<file path="src/sv/lcdmts_pkg.sv">
// ----------------------------------------------------------------------------
// lcdmts_pkg
// shared types and constants for the lcd mode timing sequencer
// ----------------------------------------------------------------------------
`default_nettype none

package lcdmts_pkg;

    // display modes as seen in the status register
    typedef enum logic [1:0] {
        MODE_HBLANK   = 2'd0,
        MODE_VBLANK   = 2'd1,
        MODE_OAM      = 2'd2,
        MODE_TRANSFER = 2'd3
    } t_mode;

    // configuration register indexes (byte address = 4 * index)
    localparam logic [2:0] REG_IE_VBLANK      = 3'd0;
    localparam logic [2:0] REG_IE_STAT        = 3'd1;
    localparam logic [2:0] REG_HBLANK_STAT_EN = 3'd2;
    localparam logic [2:0] REG_VBLANK_STAT_EN = 3'd3;
    localparam logic [2:0] REG_OAM_STAT_EN    = 3'd4;
    localparam logic [2:0] REG_LYC_STAT_EN    = 3'd5;
    localparam logic [2:0] REG_LYC            = 3'd6;

    localparam int PADDR_W = 5;
    localparam int PDATA_W = 32;

    // mode counter saturates here
    localparam int          CLOCK_W   = 10;
    localparam logic [9:0]  CLOCK_MAX = 10'h3ff;

    // default timing
    localparam int DEF_OAM_CYCLES      = 80;
    localparam int DEF_TRANSFER_CYCLES = 172;
    localparam int DEF_HBLANK_CYCLES   = 204;
    localparam int DEF_VISIBLE_LINES   = 144;
    localparam int DEF_LAST_LINE       = 153;

    typedef struct packed {
        logic [7:0] cycle_count;
        logic       lcd_on;
    } t_tick_in;

    typedef struct packed {
        logic [1:0] mode;
        logic [7:0] line;
        logic       coincidence;
        logic       vblank_irq;
        logic       stat_irq;
        logic       render_line;
        logic       frame_done;
    } t_tick_out;

endpackage

`default_nettype wire

</file>
<file path="src/sv/lcd_mode_timing_sequencer_top.sv">
// ----------------------------------------------------------------------------
// lcd_mode_timing_sequencer_top
// display mode / scanline sequencer driven by elapsed-cycle ticks
// ----------------------------------------------------------------------------
//
//  channel   direction  handshake                     payload
//  -------   ---------  ----------------------------  -----------------------
//  tick in   in         i_in_valid / o_in_ready       i_in_data  (t_tick_in)
//  result    out        o_out_valid / i_out_ready     o_out_data (t_tick_out)
//  config    in         psel penable pwrite / pready  paddr pwdata prdata
//
//  one tick request per clock unless the output stalls: the new state and the
//  result are computed in the cycle the request is taken and land in the state
//  and result registers; a single result register sits on the output; a new tick
//  is taken whenever it is empty or being drained in the same cycle, so each
//  result is valid in the cycle after its tick is taken; an output stall holds
//  o_in_ready low only while the result register is full; synchronous active-low
//  reset clears the mode, line, counter, coincidence flag and all configuration registers
//
`default_nettype none

module lcd_mode_timing_sequencer_top
    import lcdmts_pkg::*;
#(
    parameter int OAM_CYCLES      = DEF_OAM_CYCLES,
    parameter int TRANSFER_CYCLES = DEF_TRANSFER_CYCLES,
    parameter int HBLANK_CYCLES   = DEF_HBLANK_CYCLES,
    parameter int VISIBLE_LINES   = DEF_VISIBLE_LINES,
    parameter int LAST_LINE       = DEF_LAST_LINE
) (
    input  wire logic               i_clk,
    input  wire logic               i_rst_n,

    // tick requests
    input  wire logic               i_in_valid,
    output      logic               o_in_ready,
    input  wire t_tick_in           i_in_data,

    // results
    output      logic               o_out_valid,
    input  wire logic               i_out_ready,
    output      t_tick_out          o_out_data,

    // configuration port
    input  wire logic               psel,
    input  wire logic               penable,
    input  wire logic               pwrite,
    input  wire logic [PADDR_W-1:0] paddr,
    input  wire logic [PDATA_W-1:0] pwdata,
    output      logic [PDATA_W-1:0] prdata,
    output      logic               pready
);

    // thresholds in counter-compare width; anything above the saturated
    // counter value is simply never reached
    localparam logic [CLOCK_W:0] TH_OAM      = (CLOCK_W+1)'(OAM_CYCLES);
    localparam logic [CLOCK_W:0] TH_TRANSFER = (CLOCK_W+1)'(TRANSFER_CYCLES);
    localparam logic [CLOCK_W:0] TH_HBLANK   = (CLOCK_W+1)'(HBLANK_CYCLES);
    localparam logic [CLOCK_W:0] TH_LINE     =
        (CLOCK_W+1)'(OAM_CYCLES + TRANSFER_CYCLES + HBLANK_CYCLES);
    localparam logic [7:0]       VIS_LINE    = 8'(VISIBLE_LINES);
    localparam logic [8:0]       LAST_LINE9  = 9'(LAST_LINE);

    // configuration registers
    logic       r_ie_vblank;
    logic       r_ie_stat;
    logic       r_hblank_stat_en;
    logic       r_vblank_stat_en;
    logic       r_oam_stat_en;
    logic       r_lyc_stat_en;
    logic [7:0] r_lyc;

    // sequencer state
    t_mode              r_mode,  n_mode;
    logic [7:0]         r_line,  n_line;
    logic [CLOCK_W-1:0] r_clock, n_clock;
    logic               r_coin,  n_coin;

    // result register
    logic      r_out_valid;
    t_tick_out r_out, n_out;

    logic               w_in_fire;
    logic               w_cfg_wr;
    logic [2:0]         w_reg_idx;
    logic [CLOCK_W:0]   w_sum;
    logic [CLOCK_W-1:0] w_clk;
    logic [CLOCK_W:0]   w_clk_ext;
    logic [7:0]         w_line_inc;
    logic [8:0]         w_line_next9;
    logic               w_lyc_match;
    logic               w_hit_oam;
    logic               w_hit_transfer;
    logic               w_hit_hblank;
    logic               w_hit_line;

    // ------------------------------------------------------------------
    // handshakes
    // ------------------------------------------------------------------
    assign o_in_ready  = !r_out_valid || i_out_ready;
    assign w_in_fire   = i_in_valid && o_in_ready;
    assign o_out_valid = r_out_valid;
    assign o_out_data  = r_out;

    // ------------------------------------------------------------------
    // configuration port, zero wait states
    // ------------------------------------------------------------------
    assign pready    = 1'b1;
    assign w_reg_idx = paddr[PADDR_W-1:2];
    assign w_cfg_wr  = psel && penable && pwrite;

    always_ff @(posedge i_clk) begin
        if (!i_rst_n) begin
            r_ie_vblank      <= 1'b0;
            r_ie_stat        <= 1'b0;
            r_hblank_stat_en <= 1'b0;
            r_vblank_stat_en <= 1'b0;
            r_oam_stat_en    <= 1'b0;
            r_lyc_stat_en    <= 1'b0;
            r_lyc            <= 8'd0;
        end else if (w_cfg_wr) begin
            unique case (w_reg_idx)
                REG_IE_VBLANK:      r_ie_vblank      <= pwdata[0];
                REG_IE_STAT:        r_ie_stat        <= pwdata[0];
                REG_HBLANK_STAT_EN: r_hblank_stat_en <= pwdata[0];
                REG_VBLANK_STAT_EN: r_vblank_stat_en <= pwdata[0];
                REG_OAM_STAT_EN:    r_oam_stat_en    <= pwdata[0];
                REG_LYC_STAT_EN:    r_lyc_stat_en    <= pwdata[0];
                REG_LYC:            r_lyc            <= pwdata[7:0];
                default: ;          // unmapped address, write dropped
            endcase
        end
    end

    always_comb begin
        prdata = '0;
        unique case (w_reg_idx)
            REG_IE_VBLANK:      prdata[0]   = r_ie_vblank;
            REG_IE_STAT:        prdata[0]   = r_ie_stat;
            REG_HBLANK_STAT_EN: prdata[0]   = r_hblank_stat_en;
            REG_VBLANK_STAT_EN: prdata[0]   = r_vblank_stat_en;
            REG_OAM_STAT_EN:    prdata[0]   = r_oam_stat_en;
            REG_LYC_STAT_EN:    prdata[0]   = r_lyc_stat_en;
            REG_LYC:            prdata[7:0] = r_lyc;
            default:            prdata      = '0;
        endcase
    end

    // ------------------------------------------------------------------
    // counter update and threshold detection
    // ------------------------------------------------------------------
    // saturating add: excess past the counter range is lost
    assign w_sum     = {1'b0, r_clock} + (CLOCK_W+1)'(i_in_data.cycle_count);
    assign w_clk     = w_sum[CLOCK_W] ? CLOCK_MAX : w_sum[CLOCK_W-1:0];
    assign w_clk_ext = {1'b0, w_clk};

    assign w_hit_oam      = w_clk_ext >= TH_OAM;
    assign w_hit_transfer = w_clk_ext >= TH_TRANSFER;
    assign w_hit_hblank   = w_clk_ext >= TH_HBLANK;
    assign w_hit_line     = w_clk_ext >= TH_LINE;

    // h-blank increment wraps at 8 bits, v-blank increment does not
    assign w_line_inc   = r_line + 8'd1;
    assign w_line_next9 = {1'b0, r_line} + 9'd1;
    // compare against the upcoming line; line 255 never matches
    assign w_lyc_match  = w_line_next9 == {1'b0, r_lyc};

    // ------------------------------------------------------------------
    // next state
    // ------------------------------------------------------------------
    always_comb begin
        n_mode  = r_mode;
        n_line  = r_line;
        n_clock = w_clk;
        n_coin  = r_coin;
        if (!i_in_data.lcd_on) begin
            // display off: parked in v-blank at line 0
            n_mode  = MODE_VBLANK;
            n_line  = 8'd0;
            n_clock = '0;
        end else begin
            unique case (r_mode)
                MODE_OAM: begin
                    if (w_hit_oam) begin
                        n_mode  = MODE_TRANSFER;
                        n_clock = '0;
                    end
                end
                MODE_TRANSFER: begin
                    if (w_hit_transfer) begin
                        n_mode  = MODE_HBLANK;
                        n_clock = '0;
                        n_coin  = w_lyc_match;
                    end
                end
                MODE_HBLANK: begin
                    if (w_hit_hblank) begin
                        n_line  = w_line_inc;
                        n_clock = '0;
                        n_mode  = (w_line_inc == VIS_LINE) ? MODE_VBLANK : MODE_OAM;
                    end
                end
                MODE_VBLANK: begin
                    if (w_hit_line) begin
                        n_clock = '0;
                        if (w_line_next9 > LAST_LINE9) begin
                            // frame wrap back to the first line
                            n_mode = MODE_OAM;
                            n_line = 8'd0;
                        end else begin
                            n_line = w_line_next9[7:0];
                        end
                    end
                end
                default: ;
            endcase
        end
    end

    // ------------------------------------------------------------------
    // result fields: pulses plus the updated state
    // ------------------------------------------------------------------
    always_comb begin
        n_out             = '0;
        n_out.mode        = n_mode;
        n_out.line        = n_line;
        n_out.coincidence = n_coin;
        if (i_in_data.lcd_on) begin
            unique case (r_mode)
                MODE_TRANSFER: begin
                    if (w_hit_transfer) begin
                        n_out.render_line = 1'b1;
                        // lyc source bypasses the ie_stat gate
                        n_out.stat_irq    = (r_ie_stat && r_hblank_stat_en) ||
                                            (w_lyc_match && r_lyc_stat_en);
                    end
                end
                MODE_HBLANK: begin
                    if (w_hit_hblank && (w_line_inc == VIS_LINE)) begin
                        n_out.frame_done = 1'b1;
                        n_out.vblank_irq = r_ie_vblank;
                        n_out.stat_irq   = r_ie_stat && r_vblank_stat_en;
                    end
                end
                MODE_VBLANK: begin
                    if (w_hit_line && (w_line_next9 > LAST_LINE9)) begin
                        n_out.stat_irq = r_ie_stat && r_oam_stat_en;
                    end
                end
                default: ;
            endcase
        end
    end

    // ------------------------------------------------------------------
    // registers
    // ------------------------------------------------------------------
    always_ff @(posedge i_clk) begin
        if (!i_rst_n) begin
            r_mode      <= MODE_HBLANK;
            r_line      <= 8'd0;
            r_clock     <= '0;
            r_coin      <= 1'b0;
            r_out_valid <= 1'b0;
        end else begin
            if (w_in_fire) begin
                r_mode  <= n_mode;
                r_line  <= n_line;
                r_clock <= n_clock;
                r_coin  <= n_coin;
            end
            if (w_in_fire) begin
                r_out_valid <= 1'b1;
            end else if (i_out_ready) begin
                r_out_valid <= 1'b0;
            end
        end
    end

    always_ff @(posedge i_clk) begin
        if (w_in_fire) begin
            r_out <= n_out;
        end
    end

endmodule

`default_nettype wire
</file>
<file path="config.mk">
export PLATFORM = sky130hd
export DESIGN_NAME = lcd_mode_timing_sequencer_top
export DESIGN_NICKNAME = d
export VERILOG_FILES = /design/src/sv/lcdmts_pkg.sv /design/src/sv/lcd_mode_timing_sequencer_top.sv
export SDC_FILE = /design/constraint.sdc
export NUM_CORES = 1
export LEC_CHECK = 0
export BUFFER_PORTS_ARGS = -buffer_cell sky130_fd_sc_hd__buf_4
export CAP_MARGIN = 5
export CORE_ASPECT_RATIO = 2
export CORE_MARGIN = 1.5
export CORE_UTILIZATION = 40
export DETAILED_ROUTE_END_ITERATION = 16
export SLEW_MARGIN = 5
export SYNTH_ARGS = -nofsm -noshare
export SYNTH_HDL_FRONTEND = slang
export SYNTH_SLANG_ARGS = --single-unit
</file>
<file path="constraint.sdc">
create_clock -name i_clk -period 6.9 [get_ports i_clk]
set_input_delay 0.69 -clock i_clk [delete_from_list [all_inputs] [get_ports i_clk]]
set_output_delay 0.69 -clock i_clk [all_outputs]
set_load 0.02 [all_outputs]
</file>
[Word level (Yosys, flattened, before mapping)]
Cells that the tools add are included.
Word-level totals
  register bits after elaboration: 51
  bits in latches: 0
  bits in writable memories: 0
  bits in read-only memories: 0
  bits of input ports: 53
  output and inout port bits: 50
  word-level logic and storage cells: 95
  memories kept: 0
Operators by class
  add/subtract/negate cells: 3
  multiply operators: 0
  div/mod/pow operators: 0
  magnitude comparators: 5
  eq/ne operators: 11
  shift operators: 0
  multiplexer cells: 32
  bitwise operators: 0
  reductions and logical operators: 25
Operators by type and width (count)
  $mux 10: 6
  $pmux 10 s4: 1
  $mux 8: 4
  $ge 10x8->1 const B: 2
  $reduce_and 2->1: 9
  $mux 2: 8
  $pmux 8 s2: 1
  $add 10x8->11: 1
  $ge 10x7->1 const B: 1
  $ge 10x9->1 const B: 1
  $add 8x1->9 const B: 1
  $eq 3x3->1 const B: 3
  $eq 9x8->1: 1
  $gt 9x8->1 const B: 1
  $logic_and 1x1->1: 9
  $add 8x1->8 const B: 1
  $eq 8x8->1 const B: 1
  $mux 1: 8
  $pmux 2 s4: 1
  $mux 7: 1
  $pmux 1 s7: 1
  $eq 3x2->1 const B: 2
  $eq 2x2->1 const B: 2
  $eq 3x1->1 const B: 1
  other kinds (8): 9

[Depth between registers and ports, before layout]
Gate-level depths: netlist of run 1.
  depth after elaboration: 6
  depth in mapped cells: 13
  gate-level depth less buffers: 12

[Worst setup path after synthesis of run 1]
No wires, ideal clock.
  kind: input to register
  start: in i_in_data[1] in the netlist's numbering
  end: reg r_out (netlist bit o_out_data[12]), data pin
  setup time: 0.263 ns
  arrival time: 3.267 ns
  path slack: 3.370 ns
  stages: 13
  cell sequence: ha_1 > inv_1 > fa_1 > nand2b_1 > a21oi_1 > o32ai_1 > nor4_4 > a31oi_1 > or2_1 > buf_4 > o211a_1 > o41ai_2 > nor2_1
On the way
  cells in the longest elaborated chain, start to end: 6
  elaborated cells on any way between the ends: 8
  those cells by class: add/sub (1); order compare (2); mux (5)
RTL lines
  start: declaration: RTL line lcd_mode_timing_sequencer_top.sv:37  | input wire t_tick_in i_in_data,
  $add 10x8->11 (*): RTL line lcd_mode_timing_sequencer_top.sv:153  | assign w_sum = {1'b0, r_clock} + (CLOCK_W+1)'(i_in_data.cycle_count);
  $mux 10 (*): RTL line lcd_mode_timing_sequencer_top.sv:154  | assign w_clk = w_sum[CLOCK_W] ? CLOCK_MAX : w_sum[CLOCK_W-1:0];
  $ge 10x9->1 / $ge 10x8->1 (equally long branches): RTL line lcd_mode_timing_sequencer_top.sv:160, lcd_mode_timing_sequencer_top.sv:159
  $mux 8, on equally long branches: RTL line lcd_mode_timing_sequencer_top.sv:204, lcd_mode_timing_sequencer_top.sv:197
  $pmux 8 s2 (*): RTL line lcd_mode_timing_sequencer_top.sv:182  | unique case (r_mode)
  $mux 8 (*): RTL line lcd_mode_timing_sequencer_top.sv:176  | if (!i_in_data.lcd_on) begin
  net n_line[7]: RTL line lcd_mode_timing_sequencer_top.sv:75  | logic [7:0] r_line, n_line;
  end signal: assignment: RTL line lcd_mode_timing_sequencer_top.sv:282  | r_out <= n_out;
  end: declaration: RTL line lcd_mode_timing_sequencer_top.sv:81  | t_tick_out r_out, n_out;
The timed path passes the listed nets; every way through them passes the cells marked *.
A chain may end at the register's enable or synchronous reset.

[Worst setup path after layout of run 1]
  start: in i_in_data[1] in the netlist's numbering
  end: reg r_out (netlist bit o_out_data[7]), data pin
Same word-level chain as after synthesis.

==> results of run 1 <==
[flip-flops by register name, indices dropped and copies added (netlist names), 2 cells and up]
register	cells
o_out_data	15
r_clock	10
r_line	8
r_lyc	8
r_mode	2
[per-stage QoR]
stage / std cells / instance area [µm²] / power [mW] / utilization, % / worst slack, ns
2_1_floorplan: 509 / 4001 / 0.4589 / - / 3.370
3_3_place_gp: 636 / 4242 / 0.4944 / 44.90 / 2.692
3_5_place_dp: 636 / 4242 / 0.4966 / 44.90 / 2.624
4_1_cts: 644 / 4419 / 0.7942 / 46.78 / 2.898
5_1_grt: 644 / 4419 / 0.8218 / 46.78 / 2.757
6_report: 644 / 4419 / 0.7900 / 46.78 / 2.880
[cells in the final DEF (no fill, tap or decap), types with 6 or more instances in the layout]
master / n
nor2_1: 56
buf_4: 52
nand2_1: 37
dfxtp_1: 36
o21ai_0: 28
a21oi_1: 25
conb_1: 25
inv_1: 19
mux2i_1: 16
nand3_1: 15
edfxtp_1: 15
nor3_1: 11
xnor2_1: 11
and3_1: 11
ha_1: 11
a211oi_1: 10
and2_1: 9
xor2_1: 8
nand2b_1: 6
nor2b_1: 6
[cells in the mapped netlist, types with 8 or more instances]
master | count | area (µm²)
o21ai_0 | 28 | 140.1
edfxtp_1 | 15 | 450.4
nand3_1 | 15 | 75.07
xnor2_1 | 11 | 96.34
clkbuf_1 | 20 | 75.07
mux2i_1 | 16 | 160.2
a21oi_1 | 25 | 125.1
nor3_1 | 11 | 55.05
buf_4 | 28 | 210.2
dfxtp_1 | 36 | 720.7
inv_1 | 19 | 71.32
xor2_1 | 8 | 70.07
ha_1 | 11 | 137.6
and3_1 | 11 | 68.82
nor2_1 | 56 | 210.2
nand2_1 | 37 | 138.9
and2_1 | 9 | 56.30
a211oi_1 | 10 | 75.07
[area by class of cell]
cell class | count | area (µm²)
well taps | 130 | 162.7
clock buffers | 6 | 138.9
fillers | 975 | 5027
flip-flops and latches | 51 | 1171
clock inverters | 2 | 38.79
multi-input cells | 383 | 2442
inverters | 20 | 75.07
repair buffers | 52 | 390.4
[worst max path at each step]
stage                     slack, ns    startpoint              to
final                          2.88  i_in_data[1]   o_out_data[7]
after global routing           2.76  i_in_data[1]   o_out_data[7]
after CTS                      2.90  i_in_data[1]   o_out_data[7]
after detailed placement       2.62  i_in_data[1]   o_out_data[7]
after global placement         2.69  i_in_data[1]   o_out_data[7]
after floorplan                3.37  i_in_data[1]  o_out_data[12]
[worst max-delay path: stages]
cell      delay [ns]
buf_4           0.08
ha_1            0.20
inv_1           0.07
fa_1            0.41
nand2b_1        0.25
a21o_1          0.25
a211oi_1        0.35
mux2i_1         0.14
a311oi_1        0.42
or2_1           0.42
nor2_1          0.19
a221oi_1        0.39
a21oi_1         0.17
[metal layers]
metal	vias up	GRT usage (%)	part of all wire, %
met1	1742	19.63	34
met3	35	2.188	3.2
met4	0	12.31	4.8
li1	1764	-	-
met5	-	0	0
met2	107	40.51	58
[cells by family after synthesis]
| group | count (synthesis) | synth area share [%] |
|---|---|---|
| other | 2 | 0.1918 |
| buffers and inverters | 75 | 10.07 |
| adders and majority gates | 12 | 4.027 |
| and+or+nand+nor | 178 | 22.72 |
| AOI/OAI and AO/OA | 129 | 23.30 |
| DFF | 51 | 29.91 |
| xor gates and xnor gates | 19 | 4.251 |
| muxes | 20 | 5.529 |
[where the power goes]
| group | internal, mW | switching [mW] |
|---|---|---|
| Clock | 0.183 | 0.116 |
| Sequential | 0.318 | 0.00848 |
| Combinational | 0.0561 | 0.109 |
| Total | 0.557 | 0.233 |
==> summary.md, run 1 <==
| Metric | Value |
|---|---|
| CTS buffer count | `5` |
| GP Congestion | `between 0.9 and 1` |
| Slew @ Worst Pin | `~1.0 ns` |
| Crit path time final | `4.020 ns` |
| Clk pin slew, worst setup/hold paths | `roughly 0.07 ns` |
| Main flop type after synthesis | `dfxtp_1` |
| Hold Crit Depth | `2` |
| Placeable core region | `about 9400 µm²` |
| Largest net degree at the start of global routing | `29` |
| Ant. Diodes | `0` |
| DP Wirelength | `~8300 µm` |
| Mapped Cells | `just under 500` |
| Skew final | `0.007148 ns` |
| Sink Count | `51` |
| Yosys warning count | `0` |
| Worst setup path class | `in2reg` |
| Slew Viols, Final | `0` |
| Post-route ant nets | `0` |
| Fraction of the cycle the final worst path needs | `58.25%` |
| Synthesis-to-layout area growth | `12.88%` |
| Layout cell share with drive strength beyond 1 | `between 10% and 20%` |
| Total Nets Final | `a little under 600` |
| Worst hold path class | `reg2reg` |
| Average size of a mapped cell | `~8 µm²` |
| Max clock buf depth | `2` |
| WP data arrival | `4.05 ns` |
| Hold_ws | `roughly 0.47 ns` |
| Slew headroom | `33.00%` |
| Die width | `roughly 73 µm` |
| Mapped cell area | `between 3000 and 4000 µm²` |
| Row cnt | `50` |
| Io pins | `103` |
| Post-CTS setup buffers | `0` |
| Starting Density | `~41%` |
| Flop2flop setup slack | `roughly 3 ns` |
| Critical Path RT | `between 6 and 7 ns` |
| RSZ-0062 raised after global routing | `false` |
| Min-delay src | `r_clock[0]` |
| CTS tree | `yes` |
| Status | `completed` |
| Full die area | `roughly 10000 µm²` |
| Vias per cell | `roughly 5.7` |
| First drt pass iteration count | `4` |
| Htree depth | `2` |
| Max Fclk | `approximately 250 MHz` |
| RR Endpoint | `o_out_data[7]` |
| # hold bufs at CTS | `0` |
| PwrDens | `between 150 and 200 nW/µm²` |
| Reg-to-Reg Start | `r_clock[0]` |
| GR Overflow Total | `0` |
| Antenna violations before repair | `0` |
| Hold endpoint | `r_clock[0]` |
| Root buf cell | `clkbuf_16` |
| Clock Latency Late Sink | `~0.3 ns` |
| DRC viols | `0` |
| Leak pwr | `between 1.5 and 2 nW` |
| Buffers on Ports | `51` |
| Worst-case vdd ir drop | `102.4 µV` |
| First-pass GRT wire length | `16840 µm` |
| Synth Register Bits | `51` |
| Final Hold Viols | `0` |
| Maximum capacitance violations | `0` |
| Fraction of registers with async set/reset | `0%` |
| Synth unique cells | `72` |
| Number of flops mapped to enable cells by yosys | `15` |
| Vias | `3648` |
| Count of final setup violators | `0` |
| Die H | `142.9 µm` |
| Worst Path Max Fanout | `10` |
| Global-route usage over all layers | `20.70%` |
| Type of origin of the critical path | `input port` |
| Post-CTS sizing | `0` |
| WL final | `around 11000 µm` |
| Crit end category | `register` |
| Sequential fraction of the synthesis area | `29.91%` |
| Reg2reg path depth | `12` |
| Setup TNS | `0 ns` |
| Drt wl/cell | `about 17 µm` |
| Initial drt markers | `109` |
| Vias in the first global route | `3505` |
(Power assumes the default switching activity.)
==> run 2, diff against run 1 <==
- clock period: 6.9 -> 3.8 ns (I/O delays scaled with it)
==> run 2 against run 1 <==
Worst setup slack got worse by 2.5 ns. Clock skew increased by 0.0023 ns. Routed wire length increased by 0.82%. Via count increased by 1.2%. Sequential power increased by 80%. Power increased by 76%. First-iteration DRC count increased by 4.6%. Critical path depth decreased by 1. Largest cell class unchanged. Sequential share of layout area decreased by 0.66 points. Utilization increased by 1.2 points. Clock-buffer cell count unchanged.
==> summary.md, run 2 (synthesis results as in run 1) <==
| Metric | Value |
|---|---|
| Post-CTS setup buffers | `0 (unchanged)` |
| Critical Path RT | `3.87 ns (was 6.93 ns)` |
| Placeable core region | `9447 µm² (unchanged)` |
| CTS tree | `yes (unchanged)` |
| GP Congestion | `0.8907 (was 0.9173)` |
| Synthesis-to-layout area growth | `15.76% (was 12.88%)` |
| CTS buffer count | `5 (unchanged)` |
| Reg2reg path depth | `12 (unchanged)` |
| PwrDens | `306.6 nW/µm² (was 178.8 nW/µm²)` |
| Commonest non-fill, non-tap cells in the layout | `buf_4 (68), nor2_1 (56), nand2_1 (37), dfxtp_1 (36), o21ai_0 (28) (was nor2_1 (56), buf_4 (52), nand2_1 (37), dfxtp_1 (36), o21ai_0 (28))` |
| Power Internal | `953.3 µW (was 556.7 µW)` |
| Crit end category | `register (unchanged)` |
| Skew final | `0.009483 ns (was 0.007148 ns)` |
| Crit path cell chain | `ha_1, inv_1, fa_1, nand2b_1, a21oi_1, o32ai_1, nor4_4, o21ai_1, and2_1, o41a_1, o21ai_0, nor2_1 (was buf_4, ha_1, inv_1, fa_1, nand2b_1, a21o_1, a211oi_1, mux2i_1, a311oi_1, or2_1, nor2_1, a221oi_1, a21oi_1)` |
| Pre-CTS setup slack | `0.04453 ns (was 2.624 ns)` |
| Die width | `72.96 µm (unchanged)` |
| Max Fclk | `a little under 300 MHz` |
| Seq pwr share | `42.5% (was 41.3%)` |
| Vias | `3690 (was 3648)` |
| Logic pwr share | `22.7% (was 20.9%)` |
| M2 GR Usage | `40.80% (was 40.51%)` |
| DP Wirelength | `8395 µm (was 8305 µm)` |
| Met1 Use GR | `19.79% (was 19.63%)` |
| Die H | `142.9 µm (unchanged)` |
| Antenna violations before repair | `0 (unchanged)` |
| Worst setup path class | `reg2reg (was in2reg)` |
| First drt pass iteration count | `7 (was 4)` |
| Io pins | `103 (unchanged)` |
| Post-CTS sizing | `0 (unchanged)` |
| Slew headroom | `57.24% (was 33.00%)` |
| First-pass GRT wire length | `16880 µm (was 16840 µm)` |
| WL final | `10730 µm (was 10650 µm)` |
| Leak pwr | `1.758 nW (was 1.691 nW)` |
| WP data arrival | `3.52 ns (was 4.05 ns)` |
| Layout cell share with drive strength beyond 1 | `17.55% (was 14.40%)` |
| Clk pwr share | `34.8% (was 37.8%)` |
| Slew @ Worst Pin | `0.6375 ns (was 1.004 ns)` |
| Slew Viols, Final | `0 (unchanged)` |
| Hold Crit Depth | `3 (was 2)` |
| Reg-to-Reg Start | `r_clock[0] (unchanged)` |
| Root buf cell | `clkbuf_16 (unchanged)` |
| Vias in the first global route | `3500 (was 3505)` |
| Htree depth | `2 (unchanged)` |
| Clk pin slew, worst setup/hold paths | `0.08 ns (was 0.07 ns)` |
| Global-route usage over all layers | `20.87% (was 20.70%)` |
| Buffers on Ports | `51 (unchanged)` |
| RR Endpoint | `o_out_data[8] (was o_out_data[7])` |
| # hold bufs at CTS | `0 (unchanged)` |
| Largest net degree at the start of global routing | `27 (was 29)` |
| Total Nets Final | `594 (was 578)` |
| Clock Latency Late Sink | `0.31 ns (was 0.30 ns)` |
| Critical-path top delay cell | `o41a_1 (was a311oi_1)` |
| Row cnt | `50 (unchanged)` |
| RSZ-0062 raised after global routing | `false (unchanged)` |
| Max reg flops | `15 (unchanged)` |
| Max clock buf depth | `2 (unchanged)` |
| Full die area | `10430 µm² (unchanged)` |
| Fraction of the cycle the final worst path needs | `90.92%` |
| Final Hold Viols | `0 (unchanged)` |
| Post-route ant nets | `0 (unchanged)` |
| GRT Max-Usage Layer | `met2 (unchanged)` |
| Count of final setup violators | `0 (unchanged)` |
| Status | `completed (unchanged)` |
| DRC viols | `0 (unchanged)` |
| Worst-case vdd ir drop | `241.3 µV (was 102.4 µV)` |
| Starting Density | `41.44% (unchanged)` |
| Hold endpoint | `r_lyc[4] (was r_clock[0])` |
| Flop2flop setup slack | `0.34 ns (was 3.01 ns)` |
| Met3 Use GR | `2.611% (was 2.188%)` |
| Sw frac | `31.39% (was 29.53%)` |
| Worst hold path class | `in2reg (was reg2reg)` |
| Switching Power | `436.1 µW (was 233.3 µW)` |
| Sink Count | `51 (unchanged)` |
| Most common cell after layout, fill and taps aside | `buf_4 (was nor2_1)` |
| Maximum capacitance violations | `0 (unchanged)` |
| Type of origin of the critical path | `register (was input port)` |
| Vias per cell | `5.591 (was 5.665)` |
| CP max stage delay | `0.49 ns (was 0.42 ns)` |
| Min-delay src | `pwdata[4] (was r_clock[0])` |
| Post-route setup slack | `0.3449 ns (was 2.880 ns)` |
| Final Total Pwr | `1.389 mW (was 790.0 µW)` |
| Crit path time final | `~3.5 ns` |
| Initial drt markers | `114 (was 109)` |
| Worst Path Max Fanout | `10 (unchanged)` |
| Ant. Diodes | `0 (unchanged)` |
| Drt wl/cell | `16.26 µm (was 16.53 µm)` |
| GR Overflow Total | `0 (unchanged)` |
| Setup TNS | `0 ns (unchanged)` |
==> run 2: cell types whose count changed in the layout (fill, tap and decap cells not counted), sizes merged <==
cell      before  now
buf           52   68
bufinv         1    0
clkinv         1    2
clkinvlp       0    1
inv           20   19
==> run 2: final cells by class <==
class / instances / area [µm²]
fill: 968 / 4915
multi-input combinational: 383 / 2457
sequential: 51 / 1171
timing repair buffer: 68 / 510.5
tap: 130 / 162.7
clock buffer: 6 / 138.9
inverter: 20 / 75.07
clock inverter: 2 / 16.27
==> run 2: critical path: cells and delay by family, from the launching register on <==
family / cells / cell delay (ns)
AOI/OAI and AO/OA: 5 / 1.29
adders and majority gates: 2 / 0.59
buffers and inverters: 1 / 0.07
DFF: 1 / 0.33
and+or+nand+nor: 4 / 0.94
==> run 2: routing by layer <==
| layer | routed length [µm] | share of wire, % | vias up |
|---|---|---|---|
| li1 | - | - | 1795 |
| met1 | 3721 | 35 | 1750 |
| met2 | 6189 | 58 | 115 |
| met3 | 355 | 3.3 | 30 |
| met4 | 467 | 4.4 | 0 |
| met5 | 0 | 0 | - |
==> run 2: worst max-delay path by stage <==
stage | startpoint | to | slack, ns
2_1_floorplan | i_in_data[1] | o_out_data[12] | 0.58
5_1_grt | r_clock[0] | o_out_data[2] | 0.04
6_report | r_clock[0] | o_out_data[8] | 0.34
3_5_place_dp | i_in_data[1] | o_out_data[7] | 0.04
3_3_place_gp | i_in_data[1] | o_out_data[7] | 0.04
4_1_cts | r_clock[0] | o_out_data[7] | 0.15
==> run 2: power groups by stage <==
stage          clock, mW  sequential (mW)  combinational (mW)
4_1_cts            0.487            0.590               0.313
6_report           0.484            0.590               0.316
3_5_place_dp           0            0.602               0.312
3_3_place_gp           0            0.602               0.309
2_1_floorplan          0            0.608               0.225
5_1_grt            0.512            0.592               0.345
==> run 2: metrics by stage <==
stage / instance area [µm²] / utilization [%] / hold WS, ns / std cells
floorplan: 4001 / - / 0.4291 / 509
global placement: 4362 / 46.17 / 0.4429 / 652
detailed placement: 4362 / 46.17 / 0.4559 / 652
CTS: 4517 / 47.81 / 0.3121 / 660
global route: 4532 / 47.97 / 0.3256 / 660
finish: 4532 / 47.97 / 0.3100 / 660
==> run 3, diff against run 2 <==
- RECOVER_POWER: not set -> 25
==> run 3 against run 2 <==
Utilization down 0.56 points. Non-clock buffer count did not move. Clock-buffer cell count did not move. Maximum frequency decreased by 0.23%. Clock skew fell by 0.0014 ns. First-iteration DRC count decreased by 2.6%. Critical path type unchanged. Critical endpoint is now o_out_data[7]. Highest routed layer unchanged.
==> summary.md, run 3 (synthesis results as in run 1) <==
| Metric | Value |
|---|---|
| Status | `completed (unchanged)` |
| Crit path time final | `3.463 ns (was 3.455 ns)` |
| Hold Crit Depth | `3 (unchanged)` |
| Post-route ant nets | `0 (unchanged)` |
| Setup TNS | `0 ns (unchanged)` |
| RSZ-0062 raised after global routing | `false (unchanged)` |
| Most common cell after layout, fill and taps aside | `nor2_1 (was buf_4)` |
| CTS buffer count | `5 (unchanged)` |
| Drt wl/cell | `16.27 µm (was 16.26 µm)` |
| Worst-case vdd ir drop | `241.1 µV (was 241.3 µV)` |
| Commonest non-fill, non-tap cells in the layout | `nor2_1 (56), buf_4 (54), nand2_1 (37), dfxtp_1 (36), o21ai_0 (28) (was buf_4 (68), nor2_1 (56), nand2_1 (37), dfxtp_1 (36), o21ai_0 (28))` |
| Largest net degree at the start of global routing | `27 (unchanged)` |
| Slew Viols, Final | `0 (unchanged)` |
| Root buf cell | `clkbuf_16 (unchanged)` |
| Count of final setup violators | `0 (unchanged)` |
| Dpl cell area | `4362 µm² (unchanged)` |
| Clock Latency Late Sink | `0.30 ns (was 0.31 ns)` |
| DRC viols | `0 (unchanged)` |
| Max clock buf depth | `2 (unchanged)` |
| Vias | `3686 (was 3690)` |
| WP data arrival | `3.51 ns (was 3.52 ns)` |
| WL final | `10740 µm (was 10730 µm)` |
| Fillcell total | `986 (was 968)` |
| Die width | `72.96 µm (unchanged)` |
| GR Overflow Total | `0 (unchanged)` |
| Critical-path top delay cell | `a221oi_1 (was o41a_1)` |
| Vias in the first global route | `3500 (unchanged)` |
| Register area | `1171 µm² (unchanged)` |
| First drt pass iteration count | `4 (was 7)` |
| DP Wirelength | `8395 µm (unchanged)` |
| CTS tree | `yes (unchanged)` |
| Placeable core region | `9447 µm² (unchanged)` |
| Ant. Diodes | `0 (unchanged)` |
| Die H | `142.9 µm (unchanged)` |
| Slew headroom | `10.73% (was 57.24%)` |
| Slew @ Worst Pin | `1.339 ns (was 0.6375 ns)` |
| PwrDens | `308.9 nW/µm² (was 306.6 nW/µm²)` |
| Final Hold Viols | `0 (unchanged)` |
| Initial drt markers | `111 (was 114)` |
| Starting Density | `41.44% (unchanged)` |
| Type of origin of the critical path | `register (unchanged)` |
| First-pass GRT wire length | `16880 µm (unchanged)` |
| Leak pwr | `1.705 nW (was 1.758 nW)` |
| Max Fclk | `288.8 MHz (was 289.4 MHz)` |
| Worst hold path class | `in2reg (unchanged)` |
| Antenna violations before repair | `0 (unchanged)` |
| Synthesis-to-layout area growth | `14.41% (was 15.76%)` |
| Critical Path RT | `3.84 ns (was 3.87 ns)` |
| Final Total Pwr | `1.384 mW (was 1.389 mW)` |
| Vias per cell | `5.585 (was 5.591)` |
| Final core occ | `47.42% (was 47.97%)` |
| Total Nets Final | `594 (unchanged)` |
| Row cnt | `50 (unchanged)` |
| Buffers on Ports | `51 (unchanged)` |
| Maximum capacitance violations | `0 (unchanged)` |
| Skew final | `0.008085 ns (was 0.009483 ns)` |
| Layout cell share with drive strength beyond 1 | `14.91% (was 17.55%)` |
| Clk pin slew, worst setup/hold paths | `0.08 ns (about the same)` |
| Multi-input gate area | `2457 µm² (unchanged)` |
| Io pins | `103 (unchanged)` |
| Max reg flops | `15 (unchanged)` |
| Final Cell Area | `4479 µm² (was 4532 µm²)` |
| Worst setup path class | `reg2reg (unchanged)` |
| Global-route usage over all layers | `20.87% (unchanged)` |
| Htree depth | `2 (unchanged)` |
| Crit path cell chain | `ha_1, inv_1, fa_1, nand2b_1, a21o_1, a211oi_1, mux2i_1, a311oi_2, or2_4, nor2_1, a221oi_1, a21oi_1 (was ha_1, inv_1, fa_1, nand2b_1, a21oi_1, o32ai_1, nor4_4, o21ai_1, and2_1, o41a_1, o21ai_0, nor2_1)` |
| Sink Count | `51 (unchanged)` |
| CP max stage delay | `0.41 ns (was 0.49 ns)` |
| GP Congestion | `0.8907 (unchanged)` |
| # hold bufs at CTS | `0 (unchanged)` |
| Fraction of the cycle the final worst path needs | `91.14% (was 90.92%)` |
| Worst Path Max Fanout | `10 (unchanged)` |
| Full die area | `10430 µm² (unchanged)` |
| Reg2reg path depth | `12 (unchanged)` |
| Crit end category | `register (unchanged)` |
run 3: layer usage:
| metal | wire length, µm | track usage, % | vias up |
|---|---|---|---|
| li1 | - | - | 1796 |
| met1 | 3720 | 19.79 | 1764 |
| met2 | 6261 | 40.80 | 100 |
| met3 | 328 | 2.611 | 26 |
| met4 | 425 | 11.92 | 0 |
| met5 | 0 | 0 | - |
run 3: path summary, 6_finish.rpt:
path	startpoint	end	slack (ns)
max	r_clock[0]	o_out_data[7]	0.34
max reg2reg	r_clock[0]	o_out_data[7]	0.34
min reg2reg	r_clock[0]	r_clock[0]	0.46
min	pwdata[4]	r_lyc[4]	0.31
run 3: worst max-delay path: cells and delay by family (launching register included):
kind | cells | cell delay, ns
buffers and inverters | 1 | 0.07
AO/OA/AOI/OAI | 5 | 1.46
AND/OR/NAND/NOR | 3 | 0.61
multiplexers | 1 | 0.15
flip-flops | 1 | 0.33
adder cells (fa/ha/maj) | 2 | 0.59
run 3: layout make-up:
class,count,share of cell area [%]
well taps,130,3.631
clock buffers,6,3.101
multi-input cells,383,54.86
flip-flops and latches,51,26.15
inverters,20,1.676
repair buffers,68,10.22
clock inverters,2,0.3631
run 3: power breakdown:
group          internal (mW)  switching (mW)  total (mW)  leakage [nW]
Combinational          0.106           0.204       0.310          1.19
Sequential             0.577          0.0127       0.590         0.441
Clock                  0.264           0.220       0.484        0.0731
run 3: metrics by stage:
stage                     instances  hold WS (ns)  setup slack [ns]
final                           660        0.3098            0.3369
after global routing            660        0.3256           0.03785
after CTS                       660        0.3121            0.1541
after detailed placement        652        0.4559           0.04453
after global placement          652        0.4429           0.04019
after floorplan                 509        0.4291            0.5797
run 3: timing repair:
action / CTS / global route
endpoints found under the hold margin: 0 / 0
gates resized for setup: 0 / 3
setup buffers: 0 / 0
setup endpoints to repair: 0 / 7
